===== src/hdl/yaw_pd_steering_controller_assert.svh =====
// assertion macros shared by the yaw steering controller modules
`ifndef YAW_PD_STEERING_CONTROLLER_ASSERT_SVH
`define YAW_PD_STEERING_CONTROLLER_ASSERT_SVH

// same-cycle implication, clocked on i_clk, off while i_rst_n is low
`define YPSC_ASSERT_IMP(lbl, ante, cons) \
    lbl: assert property (@(posedge i_clk) disable iff (!i_rst_n) (ante) |-> (cons)) \
        else $error("ypsc: same-cycle check failed");

// next-cycle implication, clocked on i_clk, off while i_rst_n is low
`define YPSC_ASSERT_NXT(lbl, ante, cons) \
    lbl: assert property (@(posedge i_clk) disable iff (!i_rst_n) (ante) |=> (cons)) \
        else $error("ypsc: next-cycle check failed");

`endif


===== src/hdl/ypsc_pkg.sv =====
// shared types, constants and helpers of the yaw steering controller
`default_nettype none
package ypsc_pkg;

    // configuration port
    localparam int CFG_ADDR_W = 3;
    localparam int CFG_DATA_W = 16;

    localparam logic [CFG_ADDR_W-1:0] REG_GAIN_PROP  = 3'd0;
    localparam logic [CFG_ADDR_W-1:0] REG_GAIN_DERIV = 3'd1;
    localparam logic [CFG_ADDR_W-1:0] REG_STEER_LIM  = 3'd2;
    localparam logic [CFG_ADDR_W-1:0] REG_STEP_LIM   = 3'd3;
    localparam logic [CFG_ADDR_W-1:0] REG_RATE_LIM   = 3'd4;

    localparam logic [15:0] RST_GAIN_PROP  = 16'd256;
    localparam logic [15:0] RST_GAIN_DERIV = 16'd0;
    localparam logic [14:0] RST_STEER_LIM  = 15'd4096;
    localparam logic [14:0] RST_STEP_LIM   = 15'd0;
    localparam logic [15:0] RST_RATE_LIM   = 16'd23040;

    // stream widths
    localparam int IN_DATA_W  = 72;
    localparam int OUT_DATA_W = 48;
    localparam int USER_W     = 2;

    // fixed point constants
    localparam logic signed [17:0] PI_Q12     = 18'sd12868;
    localparam logic signed [17:0] TWO_PI_Q12 = 18'sd25736;
    localparam logic [19:0]        DT_MIN_US  = 20'd1000;
    localparam logic [19:0]        DT_MAX_US  = 20'd100000;
    localparam logic [14:0]        ONE_Q14    = 15'd16384;

    // shared multiplier
    localparam int MUL_A_W = 22;
    localparam int MUL_B_W = 25;
    localparam int MUL_P_W = 47;
    localparam logic [MUL_B_W-1:0]        DERIV_SCALE = 25'd100000;
    localparam logic [MUL_B_W-1:0]        RATE_SCALE  = 25'd20828160;
    localparam logic signed [MUL_A_W-1:0] PI_DEN      = 22'sd355;

    // shared divider
    localparam int DIV_NUM_W = 40;
    localparam int DIV_DEN_W = 25;
    localparam int DIV_CNT_W = 6;
    localparam int DIV_YAW_BITS = 31;
    localparam int DIV_YAW_PAD  = DIV_NUM_W - DIV_YAW_BITS;
    localparam logic [DIV_CNT_W-1:0] DIV_ITERS_YAW  = 6'd31;
    localparam logic [DIV_CNT_W-1:0] DIV_ITERS_RATE = 6'd40;

    typedef struct packed {
        logic signed [MUL_A_W-1:0] a;
        logic [MUL_B_W-1:0]        b;
    } t_mul_req;

    typedef struct packed {
        logic                 start;
        logic [DIV_NUM_W-1:0] num;
        logic [DIV_DEN_W-1:0] den;
        logic [DIV_CNT_W-1:0] iters;
    } t_div_req;

    // wrap an angle difference to [-pi, pi), one correction is enough here
    function automatic logic signed [14:0] wrap_pi(input logic signed [16:0] x);
        logic signed [17:0] y;
        y = $signed({x[16], x}) + PI_Q12;
        if (y >= TWO_PI_Q12) begin
            y = y - TWO_PI_Q12;
        end else if (y < 18'sd0) begin
            y = y + TWO_PI_Q12;
        end
        y = y - PI_Q12;
        return y[14:0];
    endfunction

endpackage
`default_nettype wire


===== src/hdl/ypsc_mul.sv =====
// shared signed by unsigned multiplier with registered product
`default_nettype none
module ypsc_mul
    import ypsc_pkg::*;
(
    input  wire logic                        i_clk,
    input  wire t_mul_req                    i_req,
    output logic signed [MUL_P_W-1:0]        o_prod
);

    logic signed [MUL_A_W+MUL_B_W:0] w_full;
    logic signed [MUL_P_W-1:0]       r_prod;

    assign w_full = i_req.a * $signed({1'b0, i_req.b});

    always_ff @(posedge i_clk) begin
        r_prod <= w_full[MUL_P_W-1:0];
    end

    assign o_prod = r_prod;

endmodule
`default_nettype wire


===== config.mk =====
export PLATFORM = sky130hd
export DESIGN_NAME = ypsc_mul
export DESIGN_NICKNAME = d
export VERILOG_FILES = /design/src/hdl/yaw_pd_steering_controller_assert.svh /design/src/hdl/ypsc_pkg.sv /design/src/hdl/ypsc_mul.sv
export SDC_FILE = /design/constraint.sdc
export NUM_CORES = 1
export LEC_CHECK = 0
export BUFFER_PORTS_ARGS = -buffer_cell sky130_fd_sc_hd__buf_2
export CAP_MARGIN = 25
export CORE_MARGIN = 2
export CORE_UTILIZATION = 36
export DETAILED_ROUTE_END_ITERATION = 8
export PLACE_DENSITY = 0.56
export SYNTH_ARGS = -nofsm -noshare
export SYNTH_HDL_FRONTEND = slang
export SYNTH_SLANG_ARGS = --single-unit

===== constraint.sdc =====
create_clock -name i_clk -period 12.2 [get_ports i_clk]
set_input_delay 0.61 -clock i_clk [delete_from_list [all_inputs] [get_ports i_clk]]
set_output_delay 0.61 -clock i_clk [all_outputs]
set_load 0.005 [all_outputs]

==> results of run 1 <==
[cell type report]
type / instances / share of cell area (%)
multi-input cells: 1507 / 79.20
inverters: 489 / 8.990
repair buffers: 95 / 2.341
clock buffers: 5 / 0.6128
flip-flops and latches: 47 / 4.608
well taps: 688 / 4.216
clock inverters: 1 / 0.03677
[routing by layer]
metal,vias up,track usage [%],wire length [um]
met2,410,34.80,26780
li1,6290,-,-
met5,-,0,28
met1,7308,25.35,21700
met4,6,5.385,1425
met3,92,2.305,2646
[worst paths after layout]
| path | startpoint | end | slack [ps] | depth (start not counted) |
|---|---|---|---|---|
| worst min-delay path | i_req[0] | o_prod[0] | 870 | 2 |
| worst max-delay path | i_req[32] | o_prod[46] | 5050 | 21 |
[kinds of logic (layout without fill, tap and decap cells)]
kind of cell	after synthesis	in the layout	synth area share [%]
AND/OR/NAND/NOR	669	669	17.19
adder cells (fa/ha/maj)	645	645	59.45
buffers and inverters	596	590	11.61
AO/OA/AOI/OAI	148	148	4.847
flip-flops	47	47	4.860
XOR/XNOR	44	44	1.991
multiplexers	1	1	0.05171
[cells in the final DEF (no fill, tap or decap), types with 24 or more instances in the layout]
master and instances:
ha_1 187, xnor2_1 32, nand2_1 315, fa_1 458, dfxtp_1 47, buf_2 94
o21ai_0 24, nor2_1 33, a21oi_1 51, and2_1 251, inv_1 489
[stage by stage]
stage               setup WS, ps  util (%)  cell area, sq um  instances
finish                      5047     38.62             20420       2832
global route                4697     38.62             20420       2832
CTS                         5130     38.62             20420       2832
detailed placement          4852     38.37             20290       2826
global placement            4872     38.37             20290       2826
floorplan                   5767         -             19360       2150
==> impl_metrics.json, run 1 <==
{
  "drive_gt1_share_pct": 5.224,
  "crit_arrival_ps": 7370,
  "port_buffers": 94,
  "core_area_sq_mm": 0.05287,
  "rsz0062_at_grt": "no",
  "ctsHoldBuffers": 0,
  "cts_buffers": 5,
  "synthTopCellsByArea": "fa_1 (47%), ha_1 (12%), inv_1 (9.5%)",
  "grt_max_degree": 28,
  "fin_crit_ps": 7153,
  "rows": 84,
  "synth_top_cell_by_area": "fa_1",
  "die-area_sq_mm": 0.05565,
  "wl_per_cell_um": 18.56,
  "clkTransAtPathRegs_ps": 70,
  "worstSetupPathType": "input pin to flip-flop",
  "dr.first_iter.drc_count": 764,
  "setup_viol": 0,
  "final_hold_viol_count": 0,
  "htreeDepth": 2,
  "area_growth_pct": 5.467,
  "io_pins": 95,
  "root_buffer": "clkbuf_16",
  "ys_ff_latch": 47,
  "yosys-top-cells-count": "inv_1 (489), fa_1 (458), nand2_1 (315), and2_1 (251), ha_1 (187)",
  "netlist_instances": 2150,
  "synth_seq_area_share_pct": 4.860,
  "grt_pass1_vias": 15750,
  "hpwlAfterDp_mm": 41.17,
  "grt_overflow": 0,
  "vias": 14110,
  "start_util_pct": 36.62,
  "max_stage_delay_ps": 560,
  "clockBufferDepth": 2,
  "drtPass1Iterations": 7,
  "worstSetupStartpointType": "input pin",
  "synth.avg_cell_area_sq_um": 9.005,
  "worst-path-buf-inv": 4,
  "hold_path_class": "input pin to flip-flop",
  "grt.total_usage_pct": 19.66,
  "synth_edf_count": 0,
  "path_delay_family": "adder cells",
  "cts_sinks": 47,
  "whs_ps": 870.3,
  "synthDistinctLibCells": 52,
  "gp_congestion": 0.8361,
  "timing.fmax_mhz": 139.8,
  "routed_wl_mm": 52.57,
  "outcome": "finished clean",
  "synthesis.nets": 2843,
  "multiInputGateArea_sq_mm": 0.01617,
  "ctsResizeCount": 0,
  "seqCellArea_sq_um": 940.9,
  "largest_register_ffs": 47,
  "crit_path_end_kind": "flip-flop",
  "fin_crit_sh_pct": 58.63,
  "synthFlopType": "dfxtp_1",
  "finalSetupTns_ps": 0,
  "crit_path_frequent_cell": "fa_1",
  "grt_pass1_wl_mm": 85.80,
  "syn_area_sq_mm": 0.01936,
  "via_per_inst": 4.981,
  "finalNetCount": 2838,
  "post_cts_buffers": 0,
  "slowest_stage": "fa_1",
  "relSlewSlack_pct": 53.23,
  "worst_slew_pin_slew_ps": 701.6,
  "synth_top_cell_area_share_pct": 47.36,
  "tritoncts": "done",
  "antenna_left": 0,
  "async_reset_ff_share_pct": 0,
  "yosysWarnings": 0,
  "path_cells": "buf_2 > nand2_1 > fa_1 > fa_1 > inv_1 > fa_1 > fa_1 > fa_1 > fa_1 > inv_1 > fa_1 > inv_1 > ha_1 > a21oi_1 > o21ai_0 > o21ai_0 > o31ai_1 > a31oi_1 > a21oi_2 > mux2i_1 > nor4b_2",
  "drv_slew": 0,
  "fp.dieW_um": 235.9,
  "num_antenna_cells": 0,
  "grt_antenna_before_repair": 3,
  "yosysMostFrequentCell": "inv_1",
  "crit_required_ps": 12420,
  "drc_errors": 0,
  "die_y_um": 235.9,
  "max_cap_viol_count": 0,
  "crit_fanout": 25,
  "fillers": 5370
}
Power of run 1 is left out: the tool's default activity adds up to more than one toggle a clock period on the data nets, which glitch-free logic cannot reach.
==> run 2, diff against run 1 <==
- PLACE_DENSITY: 0.56 -> 0.57
- clock period: 12.2 -> 6.3 ns (I/O delays scaled with it)
==> run 2 against run 1 <==
Against the previous run: count of clock-buffer cells in the layout unchanged; critical path depth increased by 2; die area unchanged; critical path type unchanged; highest routed layer unchanged.
==> impl_metrics.json, run 2 (synthesis gave the netlist of run 1 again) <==
{
  "outcome": "finished clean",
  "start_util_pct": 36.62,
  "core_area_sq_mm": 0.05287,
  "final_common_cell": "inv_1",
  "drv_slew": 0,
  "seqCellArea_sq_um": 940.9,
  "via_per_inst": 4.869,
  "port_buffers": 94,
  "cts_buffers": 5,
  "largest_register_ffs": 47,
  "crit_path_end_kind": "flip-flop",
  "hold_path_class": "input pin to flip-flop",
  "area_growth_pct": 15.65,
  "timing.fmax_mhz": 162.9,
  "setup_viol": 0,
  "final_hold_viol_count": 0,
  "finalNonFillerCells": 3018,
  "mostFrequentLayoutCells": "inv_1 (486), fa_1 (448), nand2_1 (310)",
  "worst_slew_pin_slew_ps": 488.3,
  "crit_arrival_ps": 6310,
  "worstSetupStartpointType": "input pin",
  "grt_antenna_before_repair": 3,
  "grt_pass1_vias": 16300,
  "finalNetCount": 3021,
  "grt_overflow": 0,
  "die_y_um": 235.9,
  "cp-endpoint": "o_prod[44]",
  "drc_errors": 0,
  "rows": 84,
  "crit_path_start": "i_req[13]",
  "wl_per_cell_um": 16.77,
  "io_pins": 95,
  "multiInputGateArea_sq_mm": 0.01646,
  "gp_congestion": 0.8921,
  "rsz0062_at_grt": "yes",
  "ctsHoldBuffers": 0,
  "routed_wl_mm": 50.62,
  "dr.first_iter.drc_count": 563,
  "cts_sinks": 47,
  "fin_crit_ps": 6137,
  "grt.total_usage_pct": 18.69,
  "drtPass1Iterations": 5,
  "relSlewSlack_pct": 67.10,
  "fp.dieW_um": 235.9,
  "root_buffer": "clkbuf_16",
  "clkTransAtPathRegs_ps": 70,
  "worstSetupPathType": "input pin to flip-flop",
  "drive_gt1_share_pct": 15.03,
  "vias": 14700,
  "die-area_sq_mm": 0.05565,
  "grt_max_degree": 26,
  "hpwlAfterDp_mm": 45.13,
  "fillers": 5250,
  "place_inst": 3007,
  "tritoncts": "done",
  "crit_fanout": 9,
  "max_cap_viol_count": 0,
  "htreeDepth": 2,
  "grt_pass1_wl_mm": 82.77,
  "clockBufferDepth": 2,
  "antenna_left": 0,
  "fin_crit_sh_pct": 97.41,
  "crit_required_ps": 6480
}
==> run 2: changes by cell type in the layout (fill, tap and decap cells not counted), moves of 6 or more <==
cell	delta
fa_2	+10
a21oi_1	-6
fa_1	-10
buf_6	+19
ha_4	+7
buf_4	+179
buf_2	-31
ha_1	-7
clkbuf_4	+8
buf_12	+8
a21oi_2	+6
==> run 2: worst min-delay path by stage <==
stage | start | to | slack [ps] | cells after the start
2_1_floorplan | i_req[25] | o_prod[0] | 440 | 1
3_3_place_gp | o_prod[0] | o_prod[0] | 700 | 1
3_5_place_dp | o_prod[0] | o_prod[0] | 690 | 1
4_1_cts | i_req[25] | o_prod[0] | 520 | 2
5_1_grt | i_req[0] | o_prod[0] | 540 | 3
6_report | i_req[25] | o_prod[0] | 540 | 2
==> run 2: final cells by class <==
| cell class | instances | area share, % |
|---|---|---|
| diodes | 1 | 0.01118 |
| multi-input cells | 1507 | 73.50 |
| inverters | 489 | 8.198 |
| well taps | 688 | 3.845 |
| clock inverters | 3 | 0.3018 |
| repair buffers | 278 | 9.383 |
| clock buffers | 5 | 0.5588 |
| flip-flops and latches | 47 | 4.203 |
==> run 2: worst max-delay path: stages <==
cell and delay (ps):
buf_4 160, buf_4 170, and2_1 170, fa_1 530
inv_1 50, fa_1 470, inv_1 50, fa_1 480
fa_1 610, fa_1 450, fa_1 490, inv_1 50
fa_1 470, inv_1 40, ha_1 300, a21oi_1 190
o21ai_1 160, a21oi_1 250, o31ai_2 100, nor3_4 210
o21ai_2 100, a2111oi_0 380, nor3_1 120
==> run 2: per-stage QoR <==
stage | hold slack (ps) | utilization [%] | TNS, ps | setup WS [ps] | instance area, sq um
2_1_floorplan | 442.3 | - | 0 | 161.7 | 19360
3_3_place_gp | 697.1 | 41.13 | -3891 | -355.8 | 21740
3_5_place_dp | 691.6 | 41.13 | -4643 | -412.4 | 21740
4_1_cts | 523.3 | 41.56 | -7.446 | -7.446 | 21970
5_1_grt | 538.6 | 42.35 | -123.2 | -40.23 | 22390
6_report | 537.2 | 42.35 | 0 | 163.0 | 22390
==> run 2: metal layers <==
metal	part of all wire (%)	global-route usage, %	vias up
met4	2.7	5.153	2
met2	54	35.06	343
met1	39	22.55	7615
met5	0.026	0	-
li1	-	-	6661
met3	3.7	2.001	75
==> run 2: timing repair <==
| item | 4_1_cts | 5_1_grt |
|---|---|---|
| buffers inserted | 0 | 3 |
| endpoints found under the setup margin | 5 | 18 |
| pin swaps | 0 | 38 |
| gates resized for setup | 7 | 126 |
Power of run 2 is left out for the same reason.
==> run 3, diff against run 2 <==
- CELL_PAD_IN_SITES_DETAIL_PLACEMENT: unset -> 1
- CELL_PAD_IN_SITES_GLOBAL_PLACEMENT: unset -> 1
- CORE_ASPECT_RATIO: unset -> 0.7
- PLACE_DENSITY: 0.57 -> 0.7
==> run 3 against run 2 <==
Against the previous run: sequential cell count is the same; design area grew 2.2%; critical path depth is the same; via count grew 1.2%; largest cell class unchanged; highest routed layer is now met4.
==> impl_metrics.json, run 3 (synthesis gave the netlist of run 1 again) <==
{
  "outcome": "finished clean",
  "drv_slew": 0,
  "area_growth_pct": 18.19,
  "hpwlAfterDp_mm": 50.66,
  "crit_path_frequent_cell": "fa_1",
  "grt_max_degree": 20,
  "core_area_sq_mm": 0.05339,
  "mostFrequentLayoutCells": "inv_1 (485), fa_1 (445), nand2_1 (311)",
  "grt.total_usage_pct": 21.26,
  "grt_pass1_wl_mm": 92.60,
  "worst-path-buf-inv": 7,
  "start_util_pct": 36.26,
  "worstSetupStartpointType": "input pin",
  "max_stage_delay_ps": 590,
  "final_hold_viol_count": 0,
  "worst_slew_pin_slew_ps": 540.5,
  "via_per_inst": 4.809,
  "fillers": 6195,
  "cts_sinks": 47,
  "worstSetupPathType": "input pin to flip-flop",
  "clockBufferDepth": 2,
  "grt_overflow": 0,
  "num_antenna_cells": 0,
  "timing.fmax_mhz": 161.9,
  "setup_viol": 0,
  "max_cap_viol_count": 0,
  "dr.first_iter.drc_count": 621,
  "finalNetCount": 3054,
  "crit_fanout": 12,
  "crit_required_ps": 6470,
  "root_buffer": "clkbuf_16",
  "largest_register_ffs": 47,
  "clkTransAtPathRegs_ps": 70,
  "gp_congestion": 0.8965,
  "path_delay_family": "adder cells",
  "die_y_um": 198.0,
  "drtPass1Iterations": 5,
  "relSlewSlack_pct": 63.59,
  "fin_ws_ps": 124.1,
  "rows": 71,
  "die-area_sq_mm": 0.05568,
  "fp.dieW_um": 281.2,
  "ctsHoldBuffers": 0,
  "htreeDepth": 2,
  "slowest_stage": "fa_1",
  "finalSetupTns_ps": 0,
  "grt_pass1_vias": 17330,
  "vias": 14870,
  "drc_errors": 0,
  "antenna_left": 0,
  "drive_gt1_share_pct": 17.37,
  "path_cells": "buf_6 > and2_1 > fa_1 > inv_1 > fa_1 > fa_1 > inv_1 > fa_1 > fa_1 > fa_1 > inv_1 > fa_1 > inv_1 > ha_1 > buf_4 > a21o_1 > a31oi_2 > a31oi_2 > buf_4 > nor3_4 > o21ai_2 > a2111oi_2 > nor3_1",
  "hold_path_class": "input pin to flip-flop",
  "routed_wl_mm": 57.20,
  "wl_per_cell_um": 18.51,
  "place_ws_ps": -567.4,
  "grt_antenna_before_repair": 1,
  "finalNonFillerCells": 3091,
  "tritoncts": "done",
  "place_inst": 3072,
  "crit_arrival_ps": 6340,
  "fin_crit_ps": 6176,
  "cts_buffers": 5,
  "port_buffers": 94,
  "crit_path_end_kind": "flip-flop",
  "final_common_cell": "inv_1",
  "whs_ps": 674.0,
  "io_pins": 95,
  "fin_crit_sh_pct": 98.03
}
## run 3: per-stage QoR
step                      utilization [%]  instance area (sq um)
after CTS                           42.01                  22430
final                               42.86                  22880
after global routing                42.86                  22880
after detailed placement            41.03                  21910
after floorplan                         -                  19360
after global placement              41.03                  21910
## run 3: metal layers
| metal | track usage, % | wire length, um | up-vias |
|---|---|---|---|
| li1 | - | - | 6726 |
| met5 | 0 | 0 | - |
| met4 | 2.575 | 661 | 0 |
| met3 | 2.490 | 2061 | 51 |
| met2 | 37.89 | 29070 | 252 |
| met1 | 28.49 | 25410 | 7837 |
## run 3: layout make-up
| cell class | instances | area (sq um) | share of cell area, % |
|---|---|---|---|
| inverter | 489 | 1836 | 8.022 |
| clock inverter | 1 | 5.005 | 0.02187 |
| sequential | 47 | 940.9 | 4.112 |
| tap | 730 | 913.4 | 3.992 |
| timing repair buffer | 311 | 2384 | 10.42 |
| clock buffer | 6 | 138.9 | 0.6070 |
| multi-input combinational | 1507 | 16660 | 72.83 |
## run 3: path summary, 6_finish.rpt
kind,startpoint,end,cells after the start
setup / recovery,i_req[35],o_prod[44],23
hold / removal,i_req[26],o_prod[1],4
## run 3: repair_timing
item / in CTS / in global routing
endpoints found under the setup margin: 14 / 15
gates resized for setup: 80 / 103
endpoints found under the hold margin: 0 / 0
setup buffers: 8 / 5
pin swaps: 19 / 52
## run 3: worst min-delay path: stages
cell,delay [ps]
buf_6,160
buf_4,180
and2_1,130
ha_1,150
Power of run 3 is left out for the same reason.
