`src/hdl/yaw_pd_steering_controller_assert.svh`:
```
// assertion macros shared by the yaw steering controller modules
`ifndef YAW_PD_STEERING_CONTROLLER_ASSERT_SVH
`define YAW_PD_STEERING_CONTROLLER_ASSERT_SVH

// same-cycle implication, clocked on i_clk, off while i_rst_n is low
`define YPSC_ASSERT_IMP(lbl, ante, cons) \
    lbl: assert property (@(posedge i_clk) disable iff (!i_rst_n) (ante) |-> (cons)) \
        else $error("ypsc: same-cycle check failed");

// next-cycle implication, clocked on i_clk, off while i_rst_n is low
`define YPSC_ASSERT_NXT(lbl, ante, cons) \
    lbl: assert property (@(posedge i_clk) disable iff (!i_rst_n) (ante) |=> (cons)) \
        else $error("ypsc: next-cycle check failed");

`endif

```
`src/hdl/ypsc_pkg.sv`:
```
// shared types, constants and helpers of the yaw steering controller
`default_nettype none
package ypsc_pkg;

    // configuration port
    localparam int CFG_ADDR_W = 3;
    localparam int CFG_DATA_W = 16;

    localparam logic [CFG_ADDR_W-1:0] REG_GAIN_PROP  = 3'd0;
    localparam logic [CFG_ADDR_W-1:0] REG_GAIN_DERIV = 3'd1;
    localparam logic [CFG_ADDR_W-1:0] REG_STEER_LIM  = 3'd2;
    localparam logic [CFG_ADDR_W-1:0] REG_STEP_LIM   = 3'd3;
    localparam logic [CFG_ADDR_W-1:0] REG_RATE_LIM   = 3'd4;

    localparam logic [15:0] RST_GAIN_PROP  = 16'd256;
    localparam logic [15:0] RST_GAIN_DERIV = 16'd0;
    localparam logic [14:0] RST_STEER_LIM  = 15'd4096;
    localparam logic [14:0] RST_STEP_LIM   = 15'd0;
    localparam logic [15:0] RST_RATE_LIM   = 16'd23040;

    // stream widths
    localparam int IN_DATA_W  = 72;
    localparam int OUT_DATA_W = 48;
    localparam int USER_W     = 2;

    // fixed point constants
    localparam logic signed [17:0] PI_Q12     = 18'sd12868;
    localparam logic signed [17:0] TWO_PI_Q12 = 18'sd25736;
    localparam logic [19:0]        DT_MIN_US  = 20'd1000;
    localparam logic [19:0]        DT_MAX_US  = 20'd100000;
    localparam logic [14:0]        ONE_Q14    = 15'd16384;

    // shared multiplier
    localparam int MUL_A_W = 22;
    localparam int MUL_B_W = 25;
    localparam int MUL_P_W = 47;
    localparam logic [MUL_B_W-1:0]        DERIV_SCALE = 25'd100000;
    localparam logic [MUL_B_W-1:0]        RATE_SCALE  = 25'd20828160;
    localparam logic signed [MUL_A_W-1:0] PI_DEN      = 22'sd355;

    // shared divider
    localparam int DIV_NUM_W = 40;
    localparam int DIV_DEN_W = 25;
    localparam int DIV_CNT_W = 6;
    localparam int DIV_YAW_BITS = 31;
    localparam int DIV_YAW_PAD  = DIV_NUM_W - DIV_YAW_BITS;
    localparam logic [DIV_CNT_W-1:0] DIV_ITERS_YAW  = 6'd31;
    localparam logic [DIV_CNT_W-1:0] DIV_ITERS_RATE = 6'd40;

    typedef struct packed {
        logic signed [MUL_A_W-1:0] a;
        logic [MUL_B_W-1:0]        b;
    } t_mul_req;

    typedef struct packed {
        logic                 start;
        logic [DIV_NUM_W-1:0] num;
        logic [DIV_DEN_W-1:0] den;
        logic [DIV_CNT_W-1:0] iters;
    } t_div_req;

    // wrap an angle difference to [-pi, pi), one correction is enough here
    function automatic logic signed [14:0] wrap_pi(input logic signed [16:0] x);
        logic signed [17:0] y;
        y = $signed({x[16], x}) + PI_Q12;
        if (y >= TWO_PI_Q12) begin
            y = y - TWO_PI_Q12;
        end else if (y < 18'sd0) begin
            y = y + TWO_PI_Q12;
        end
        y = y - PI_Q12;
        return y[14:0];
    endfunction

endpackage
`default_nettype wire

```
`src/hdl/ypsc_div.sv`:
```
// shared restoring divider, one quotient bit per cycle
`default_nettype none
`include "yaw_pd_steering_controller_assert.svh"
module ypsc_div
    import ypsc_pkg::*;
(
    input  wire logic                  i_clk,
    input  wire logic                  i_rst_n,
    input  wire t_div_req              i_req,
    output logic                       o_done,
    output logic [DIV_NUM_W-1:0]       o_quot
);

    logic                 r_busy;
    logic                 r_done;
    logic [DIV_CNT_W-1:0] r_cnt;
    logic [DIV_DEN_W-1:0] r_rem;
    logic [DIV_DEN_W-1:0] r_den;
    logic [DIV_NUM_W-1:0] r_num;
    logic [DIV_NUM_W-1:0] r_quot;

    logic [DIV_DEN_W:0] w_shift;
    logic [DIV_DEN_W:0] w_sub;
    logic               w_ge;

    // bring down the next numerator bit and trial subtract
    assign w_shift = {r_rem, r_num[DIV_NUM_W-1]};
    assign w_ge    = (w_shift >= {1'b0, r_den});
    assign w_sub   = w_shift - {1'b0, r_den};

    always_ff @(posedge i_clk) begin
        if (!i_rst_n) begin
            r_busy <= 1'b0;
            r_done <= 1'b0;
            r_cnt  <= '0;
        end else begin
            r_done <= 1'b0;
            if (i_req.start) begin
                r_busy <= 1'b1;
                r_cnt  <= i_req.iters;
            end else if (r_busy) begin
                r_cnt <= r_cnt - 1'b1;
                if (r_cnt == DIV_CNT_W'(1)) begin
                    r_busy <= 1'b0;
                    r_done <= 1'b1;
                end
            end
        end
    end

    always_ff @(posedge i_clk) begin
        if (i_req.start) begin
            r_rem  <= '0;
            r_den  <= i_req.den;
            r_num  <= i_req.num;
            r_quot <= '0;
        end else if (r_busy) begin
            r_rem  <= w_ge ? w_sub[DIV_DEN_W-1:0] : w_shift[DIV_DEN_W-1:0];
            r_num  <= {r_num[DIV_NUM_W-2:0], 1'b0};
            r_quot <= {r_quot[DIV_NUM_W-2:0], w_ge};
        end
    end

    assign o_done = r_done;
    assign o_quot = r_quot;

    `YPSC_ASSERT_IMP(a_div_no_restart, i_req.start, !r_busy)
    `YPSC_ASSERT_IMP(a_div_count_live, r_busy, r_cnt != '0)

endmodule
`default_nettype wire

```
`config.mk`:
```
export PLATFORM = sky130hd
export DESIGN_NAME = ypsc_div
export DESIGN_NICKNAME = d
export VERILOG_FILES = /design/src/hdl/ypsc_pkg.sv /design/src/hdl/ypsc_div.sv
export VERILOG_INCLUDE_DIRS = /design/src /design/src/hdl
export SDC_FILE = /design/constraint.sdc
export NUM_CORES = 1
export LEC_CHECK = 0
export ABC_AREA = 1
export BUFFER_PORTS_ARGS = -buffer_cell sky130_fd_sc_hd__buf_2
export CAP_MARGIN = 30
export CORE_MARGIN = 2
export CORE_UTILIZATION = 50
export DETAILED_ROUTE_END_ITERATION = 12
export PLACE_DENSITY = 0.78
export SLEW_MARGIN = 25
export SYNTH_ARGS = -nofsm -noshare
export SYNTH_HDL_FRONTEND = slang
export SYNTH_SLANG_ARGS = --single-unit
```
`constraint.sdc`:
```
create_clock -name i_clk -period 2.4 [get_ports i_clk]
set_input_delay 0.24 -clock i_clk [delete_from_list [all_inputs] [get_ports i_clk]]
set_output_delay 0.24 -clock i_clk [all_outputs]
set_load 0.01 [all_outputs]
```
==> summary.txt, run 1 <==
Status
  • Result of the run: finished clean

Floorplanning
  • # rows: 43
  • Floorplan die height: 124 µm
  • Floorplan Core Area: approximately 0.014 mm²
  • Die Area: roughly 0.015 mm²
  • Initial core utilization: just over 50%
  • Chip Width: ~120 µm
  • Number of top-level pins: 115

Setup path
  • Setup slack of the most critical reg-to-reg path: 150 ps
  • Depth of the worst register-to-register path: 12
  • Setup crit start kind: flop
  • Nature of the critical path endpoint: flop
  • Max FO, Critical Path: 12
  • WP data arrival: ~2600 ps
  • Worst path required time: 2710 ps
  • Worst setup path category: flop to flop

Power and ir drop
  • Maximum resistive drop on vdd: 0.672 mV
  • NetSw: between 0.001 and 0.0015 W
  • Total power consumption of the routed design: approximately 0.0058 W
  • Combinational share of power: under 10%
  • Power per standard cell area: around 660 mW/mm²
  • Internal: between 0.004 and 0.005 W
  • Switching Share: about a quarter
  • Leak Pwr: about 4.6 nW
  • Register share of total power: between 40 and 50%
  • Proportion of power drawn by the clock network: between 40% and 50%

STA
  • Slew at the pin with the worst max-slew slack: 615 ps
  • Share of the clock period used by the worst path after layout: between 90% and 100%
  • Final Setup Violations: 0
  • Max-Slew Margin vs Limit: 59.0%
  • Maximum achievable frequency: ~440 MHz
  • Unrepaired setup endpoints after global routing: true
  • Hold Violations, Final: 0
  • Slew Viols, Final: 0
  • Tightest hold margin: 6.14 ps
  • Worst clock skew on the final layout: 11.9 ps
  • Post-layout min period: between 2000 and 2500 ps

Synth
  • Share of flip-flops with an asynchronous set or reset after synthesis: 0%
  • Number of enable flip-flop cells after synthesis: 65
  • Number of warning messages in the yosys log: 0
  • Synth Flop Type: sky130_fd_sc_hd__dfxtp_1
  • Mapped cell area: 0.00720 mm²
  • Synthesized instance count: roughly 960
  • Syn Area/Cell: approximately 7.5 µm²
  • Net count after synthesis: about 1.1k
  • Count of unique library cells instantiated by Yosys: 34
  • Portion of the post-synthesis area used by sequential elements: around 47%
  • Yosys reg bits: about 140

GRT
  • GRT Overall Usage: about 25%
  • Total congestion overflow: 0
  • Maximum number of pins on one net before global-route repair: between 60 and 70
  • Global-route wire length before repair: approximately 30000 µm
  • Via count of the first global-routing pass: between 6k and 7k
  • Antenna violations before repair: 1

Worst hold path
  • Type of the tightest min-delay check: primary input to flop
  • Number of instances on the worst hold path: 1

Clocking
  • Clock insertion delay at the later pin of the skew report: 420 ps
  • CTS Root Buffer Type: sky130_fd_sc_hd__clkbuf_16
  • Number of buffers added by the clock tree synthesis step: 17
  • Number of buffers between clock root and the deepest sink: 2
  • Post-CTS Repair Setup Buffers: 0
  • Clk sink count: between 100 and 150
  • Htree depth: 4
  • CTS tree: built
  • Clock Pin Slew Worst Setup and Hold Paths: roughly 60 ps

Run
  • Number of max-cap violations: 0

Drt
  • Per-cell routed wire length: around 14 µm
  • Total vias in the final route: roughly 6.6k
  • Initial detailed-routing violation count: 426
  • Remaining antenna violation count: 0
  • First drt pass iteration count: 5
  • DRT Wirelength: 18000 µm
  • Average vias per placed instance: between 5 and 6
  • DR DRC count: 0

Final layout
  • Nets@finish: about 1.2k
  • Area Growth Syn to Fin: 22.7%
  • Utilization after layout: a little over three fifths
  • Number of filler cells placed in the layout: approximately 1.2k
  • Layout cell share with drive strength beyond 1: approximately 16%
  • Most frequent cells in the layout: sky130_fd_sc_hd__nand2_1 (400), sky130_fd_sc_hd__inv_1 (157), sky130_fd_sc_hd__buf_2 (114)
  • Most common cell after layout, fill and taps aside: sky130_fd_sc_hd__nand2_1
  • Final Instance Count excl. Fillers: 1300

Place
  • Number of buffer cells added on primary ports: about 110
  • Placed instance count: roughly 1.2k
  • Placer Congestion: roughly 0.96
  • Estimated wirelength of the detail-placed design: approximately 12000 µm
[sequential cells by signal, summed over array words and instances, names as in the netlist]
name	count
o_quot	40
r_busy	1
r_den	25
r_num	40
r_rem	25
r_cnt	6
o_done	1
[Yosys cell counts (all sizes together) (8+ instances only)]
| cell type | instances | area, µm² |
|---|---|---|
| a21oi | 18 | 93.8 |
| ha | 27 | 338 |
| o22ai | 38 | 238 |
| dfxtp | 73 | 1460 |
| clkbuf | 22 | 82.6 |
| buf | 9 | 57.6 |
| nand4 | 33 | 213 |
| edfxtp | 65 | 1950 |
| nand3 | 42 | 228 |
| nand2 | 401 | 1510 |
| o21ai | 8 | 40.0 |
| inv | 159 | 597 |
| nor2 | 37 | 144 |
| xor2 | 8 | 70.1 |
[power by group through the flow]
stage                     Sequential [W]  Combinational [W]  Clock [W]
after global placement           0.00269           0.000503          0
final                            0.00264           0.000545    0.00264
after detailed placement         0.00269           0.000509          0
after CTS                        0.00264           0.000542    0.00267
after global routing             0.00265           0.000617    0.00275
after floorplan                  0.00268           0.000328          0
[critical path, stage by stage, from the launching register on]
cell and delay (ps):
sky130_fd_sc_hd__edfxtp_1 320, sky130_fd_sc_hd__inv_1 70, sky130_fd_sc_hd__ha_1 370, sky130_fd_sc_hd__nand2_1 170, sky130_fd_sc_hd__nor2_1 230, sky130_fd_sc_hd__nand2_1 100, sky130_fd_sc_hd__inv_1 100, sky130_fd_sc_hd__nand4_2 150
sky130_fd_sc_hd__nand3_4 210, sky130_fd_sc_hd__buf_4 190, sky130_fd_sc_hd__nand3_1 100, sky130_fd_sc_hd__nand2_1 80, sky130_fd_sc_hd__nand2_1 50
[path summary, 6_finish.rpt]
path         startpoint    endpoint
max           r_den[14]   r_rem[17]
min            i_req[6]    r_den[0]
max reg2reg   r_den[14]   r_rem[17]
min reg2reg  o_quot[39]  o_quot[39]
[logic make-up (layout without fill, tap and decap cells)]
logic type | Yosys count | in the layout | synth area share, %
AO/OA/AOI/OAI | 74 | 74 | 6.17
buffers and inverters | 192 | 347 | 10.3
adder cells (fa/ha/maj) | 28 | 28 | 4.97
AND/OR/NAND/NOR | 522 | 522 | 29.9
flip-flops | 138 | 138 | 47.4
other | 0 | 1 | 0
XOR/XNOR | 10 | 10 | 1.22
[layer usage]
metal / global-route usage (%) / vias up / wire [µm]
met5: 0 / - / 0
met4: 8.99 / 0 / 397
met3: 7.28 / 33 / 1460
met2: 39.3 / 230 / 8280
met1: 31.7 / 3019 / 7890
li1: - / 3350 / -
[per-stage QoR]
step	setup WS, ps	setup TNS (ps)	instance area (µm²)
after floorplan	166	0	7200
after global placement	207	0	8020
after detailed placement	181	0	8020
after CTS	155	0	8820
after global routing	-8.07	-8.07	8840
final	147	0	8840
[area by class of cell]
class | count | area [µm²] | area share (%)
flip-flops and latches | 138 | 3410 | 38.6
multi-input cells | 634 | 3060 | 34.6
repair buffers | 154 | 940 | 10.6
inverters | 161 | 604 | 6.84
clock buffers | 21 | 503 | 5.69
well taps | 180 | 225 | 2.55
clock inverters | 11 | 95.1 | 1.08
diodes | 1 | 2.50 | 0.0283
[repair_timing]
action / CTS / global route
endpoints found under the hold margin: 21 / 0
hold buffers: 21 / 0
endpoints found under the setup margin: 0 / 3
gates resized for setup: 0 / 3
No activity file was read; power rests on OpenSTA's default activity.
==> run 2: changes to the inputs <==
--- a/config.mk
+++ b/config.mk
@@ -11,6 +11,7 @@
 export CAP_MARGIN = 30
 export CORE_MARGIN = 2
 export CORE_UTILIZATION = 50
+export CTS_BUF_LIST = sky130_fd_sc_hd__clkbuf_4 sky130_fd_sc_hd__clkbuf_8
 export DETAILED_ROUTE_END_ITERATION = 12
 export PLACE_DENSITY = 0.78
 export SLEW_MARGIN = 25
==> summary.txt, run 2 (synthesized netlist as in run 1, its figures left out) <==
Floorplanning
  • Chip Width: 124 µm (unchanged)
  • Initial core utilization: 51.5% (unchanged)
  • Die Area: 0.0154 mm² (unchanged)
  • Floorplan Core Area: 0.0140 mm² (unchanged)
  • # rows: 43 (unchanged)
  • Floorplan die height: 124 µm (unchanged)
  • Number of top-level pins: 115 (unchanged)

STA
  • Post-layout min period: 2240 ps (was 2250 ps)
  • Maximum achievable frequency: 446 MHz (was 444 MHz)
  • Max-Slew Margin vs Limit: 59.2% (was 59.0%)
  • Slew at the pin with the worst max-slew slack: 612 ps (was 615 ps)
  • Unrepaired setup endpoints after global routing: true (unchanged)
  • Hold Violations, Final: 0 (unchanged)
  • Accumulated negative setup slack: 0 ps (unchanged)
  • Share of the clock period used by the worst path after layout: 93.5% (was 93.9%)
  • Worst clock skew on the final layout: 11.9 ps (about the same)
  • Final Setup Violations: 0 (unchanged)
  • Slew Viols, Final: 0 (unchanged)

GRT
  • Global-route wire length before repair: 29000 µm (was 29300 µm)
  • Maximum number of pins on one net before global-route repair: 63 (unchanged)
  • Antenna violations before repair: 1 (unchanged)
  • Via count of the first global-routing pass: 6152 (was 6164)
  • Total congestion overflow: 0 (unchanged)
  • GRT Overall Usage: 24.2% (was 24.6%)

Final layout
  • Area Growth Syn to Fin: 20.9% (was 22.7%)
  • Count of antenna diodes in the layout: 0 (was 1)
  • Nets@finish: 1213 (was 1208)
  • Layout cell share with drive strength beyond 1: 15.9% (was 16.0%)
  • Most common cell after layout, fill and taps aside: sky130_fd_sc_hd__nand2_1 (unchanged)
  • Most frequent cells in the layout: sky130_fd_sc_hd__nand2_1 (400), sky130_fd_sc_hd__inv_1 (157), sky130_fd_sc_hd__buf_2 (114) (unchanged)

Run
  • Number of max-cap violations: 0 (unchanged)

Drt
  • Remaining antenna violation count: 0 (unchanged)
  • DRT Wirelength: 17800 µm (was 18000 µm)
  • DR DRC count: 0 (unchanged)
  • Initial detailed-routing violation count: 462 (was 426)
  • Per-cell routed wire length: 13.7 µm (was 13.9 µm)
  • Average vias per placed instance: 5.07 (was 5.10)
  • First drt pass iteration count: 5 (unchanged)
  • Total vias in the final route: 6617 (was 6632)

Setup path
  • Slowest cell on crit path: sky130_fd_sc_hd__ha_1 (unchanged)
  • Worst path required time: 2760 ps (was 2710 ps)
  • Ordered cell list for the critical path: inv_1 > ha_1 > nand2_1 > nor2_1 > nand2_1 > inv_1 > nand4_2 > nand3_4 > buf_4 > nand3_1 > nand2_1 > nand2_1 (unchanged)
  • Worst setup path category: flop to flop (unchanged)
  • Library cell appearing most often on the critical path: sky130_fd_sc_hd__nand2_1 (unchanged)
  • Setup crit start kind: flop (unchanged)
  • Cell type group with the largest total delay on the critical path: simple AND/OR/NAND/NOR gates (unchanged)
  • Crit path largest cell delay: 370 ps (about the same)
  • Critical path buffers and inverters: 3 (unchanged)
  • WP data arrival: 2600 ps (was 2570 ps)
  • Max FO, Critical Path: 12 (unchanged)
  • Nature of the critical path endpoint: flop (unchanged)

Clocking
  • Post-CTS Repair Setup Buffers: 0 (unchanged)
  • Clk sink count: 138 (unchanged)
  • Clock insertion delay at the later pin of the skew report: 450 ps (was 420 ps)
  • CTS tree: built (unchanged)
  • Htree depth: 4 (unchanged)
  • Clock Pin Slew Worst Setup and Hold Paths: 90 ps (was 60 ps)
  • CTS Root Buffer Type: sky130_fd_sc_hd__clkbuf_8 (was sky130_fd_sc_hd__clkbuf_16)
  • Number of buffers added by the clock tree synthesis step: 17 (unchanged)
  • Number of buffers between clock root and the deepest sink: 2 (unchanged)

Power and ir drop
  • Leak Pwr: 4.52 nW (was 4.58 nW)
  • Power per standard cell area: 600 mW/mm² (was 659 mW/mm²)
  • Maximum resistive drop on vdd: 0.416 mV (was 0.672 mV)
  • Total power consumption of the routed design: 0.00522 W (was 0.00582 W)

Place
  • Estimated wirelength of the detail-placed design: 12500 µm (unchanged)
  • Placer Congestion: 0.959 (unchanged)
  • Number of buffer cells added on primary ports: 114 (unchanged)

Worst hold path
  • Type of the tightest min-delay check: primary input to flop (unchanged)

Status
  • Result of the run: finished clean (unchanged)
## run 2: cell count changes in the layout (fill, tap and decap cells not counted), sizes merged
cell,change
dlygate4sd3,+5
clkbuf,-2
diode,-1
bufinv,+2
## run 2: per-layer routing
metal  up-vias  wire (µm)  global-route usage (%)
li1       3356          -                       -
met1      2992       7830                    31.3
met2       236       8040                    38.1
met3        33       1580                    7.78
met4         0        355                    8.92
met5         -          0                       0
## run 2: path summary, 6_finish.rpt
kind / end / slack, ps / depth (start not counted) / from
hold / removal: r_num[28] / 50 / 3 / i_req[59]
setup reg to reg: r_rem[17] / 160 / 12 / r_den[14]
hold reg to reg: o_quot[39] / 460 / 2 / o_quot[39]
setup / recovery: r_rem[17] / 160 / 12 / r_den[14]
## run 2: worst min-delay path: stages
cell and delay [ps]:
sky130_fd_sc_hd__buf_2 80, sky130_fd_sc_hd__nand2_1 40, sky130_fd_sc_hd__nand2_1 50
## run 2: area by class of cell
class | count | area [µm²]
clock buffers | 19 | 262
clock inverters | 13 | 155
fillers | 1277 | 5280
inverters | 161 | 604
multi-input cells | 634 | 3060
flip-flops and latches | 138 | 3410
well taps | 180 | 225
repair buffers | 159 | 990
## run 2: where the power goes
group          switching, W  internal (W)  leakage [nW]  total (W)
Sequential        0.0000374       0.00260          1.25    0.00264
Combinational      0.000336      0.000213          3.06   0.000549
Clock               0.00103       0.00101         0.216    0.00204
## run 2: metrics by stage
stage          utilization (%)  hold WS, ps  area, µm²  std cells  setup slack, ps
2_1_floorplan                -          338       7200        964              166
3_3_place_gp              57.3          418       8020       1246              207
3_5_place_dp              57.3          419       8020       1246              181
4_1_cts                   62.1         25.4       8690       1304              154
5_1_grt                   62.2         49.3       8710       1304            -8.77
6_report                  62.2         50.9       8710       1304              156
## run 2: what timing repair did
item                                    in CTS  in global routing
endpoints found under the setup margin       0                  4
hold endpoints to repair                    26                  0
gates resized for setup                      0                  3
hold buffers                                26                  0
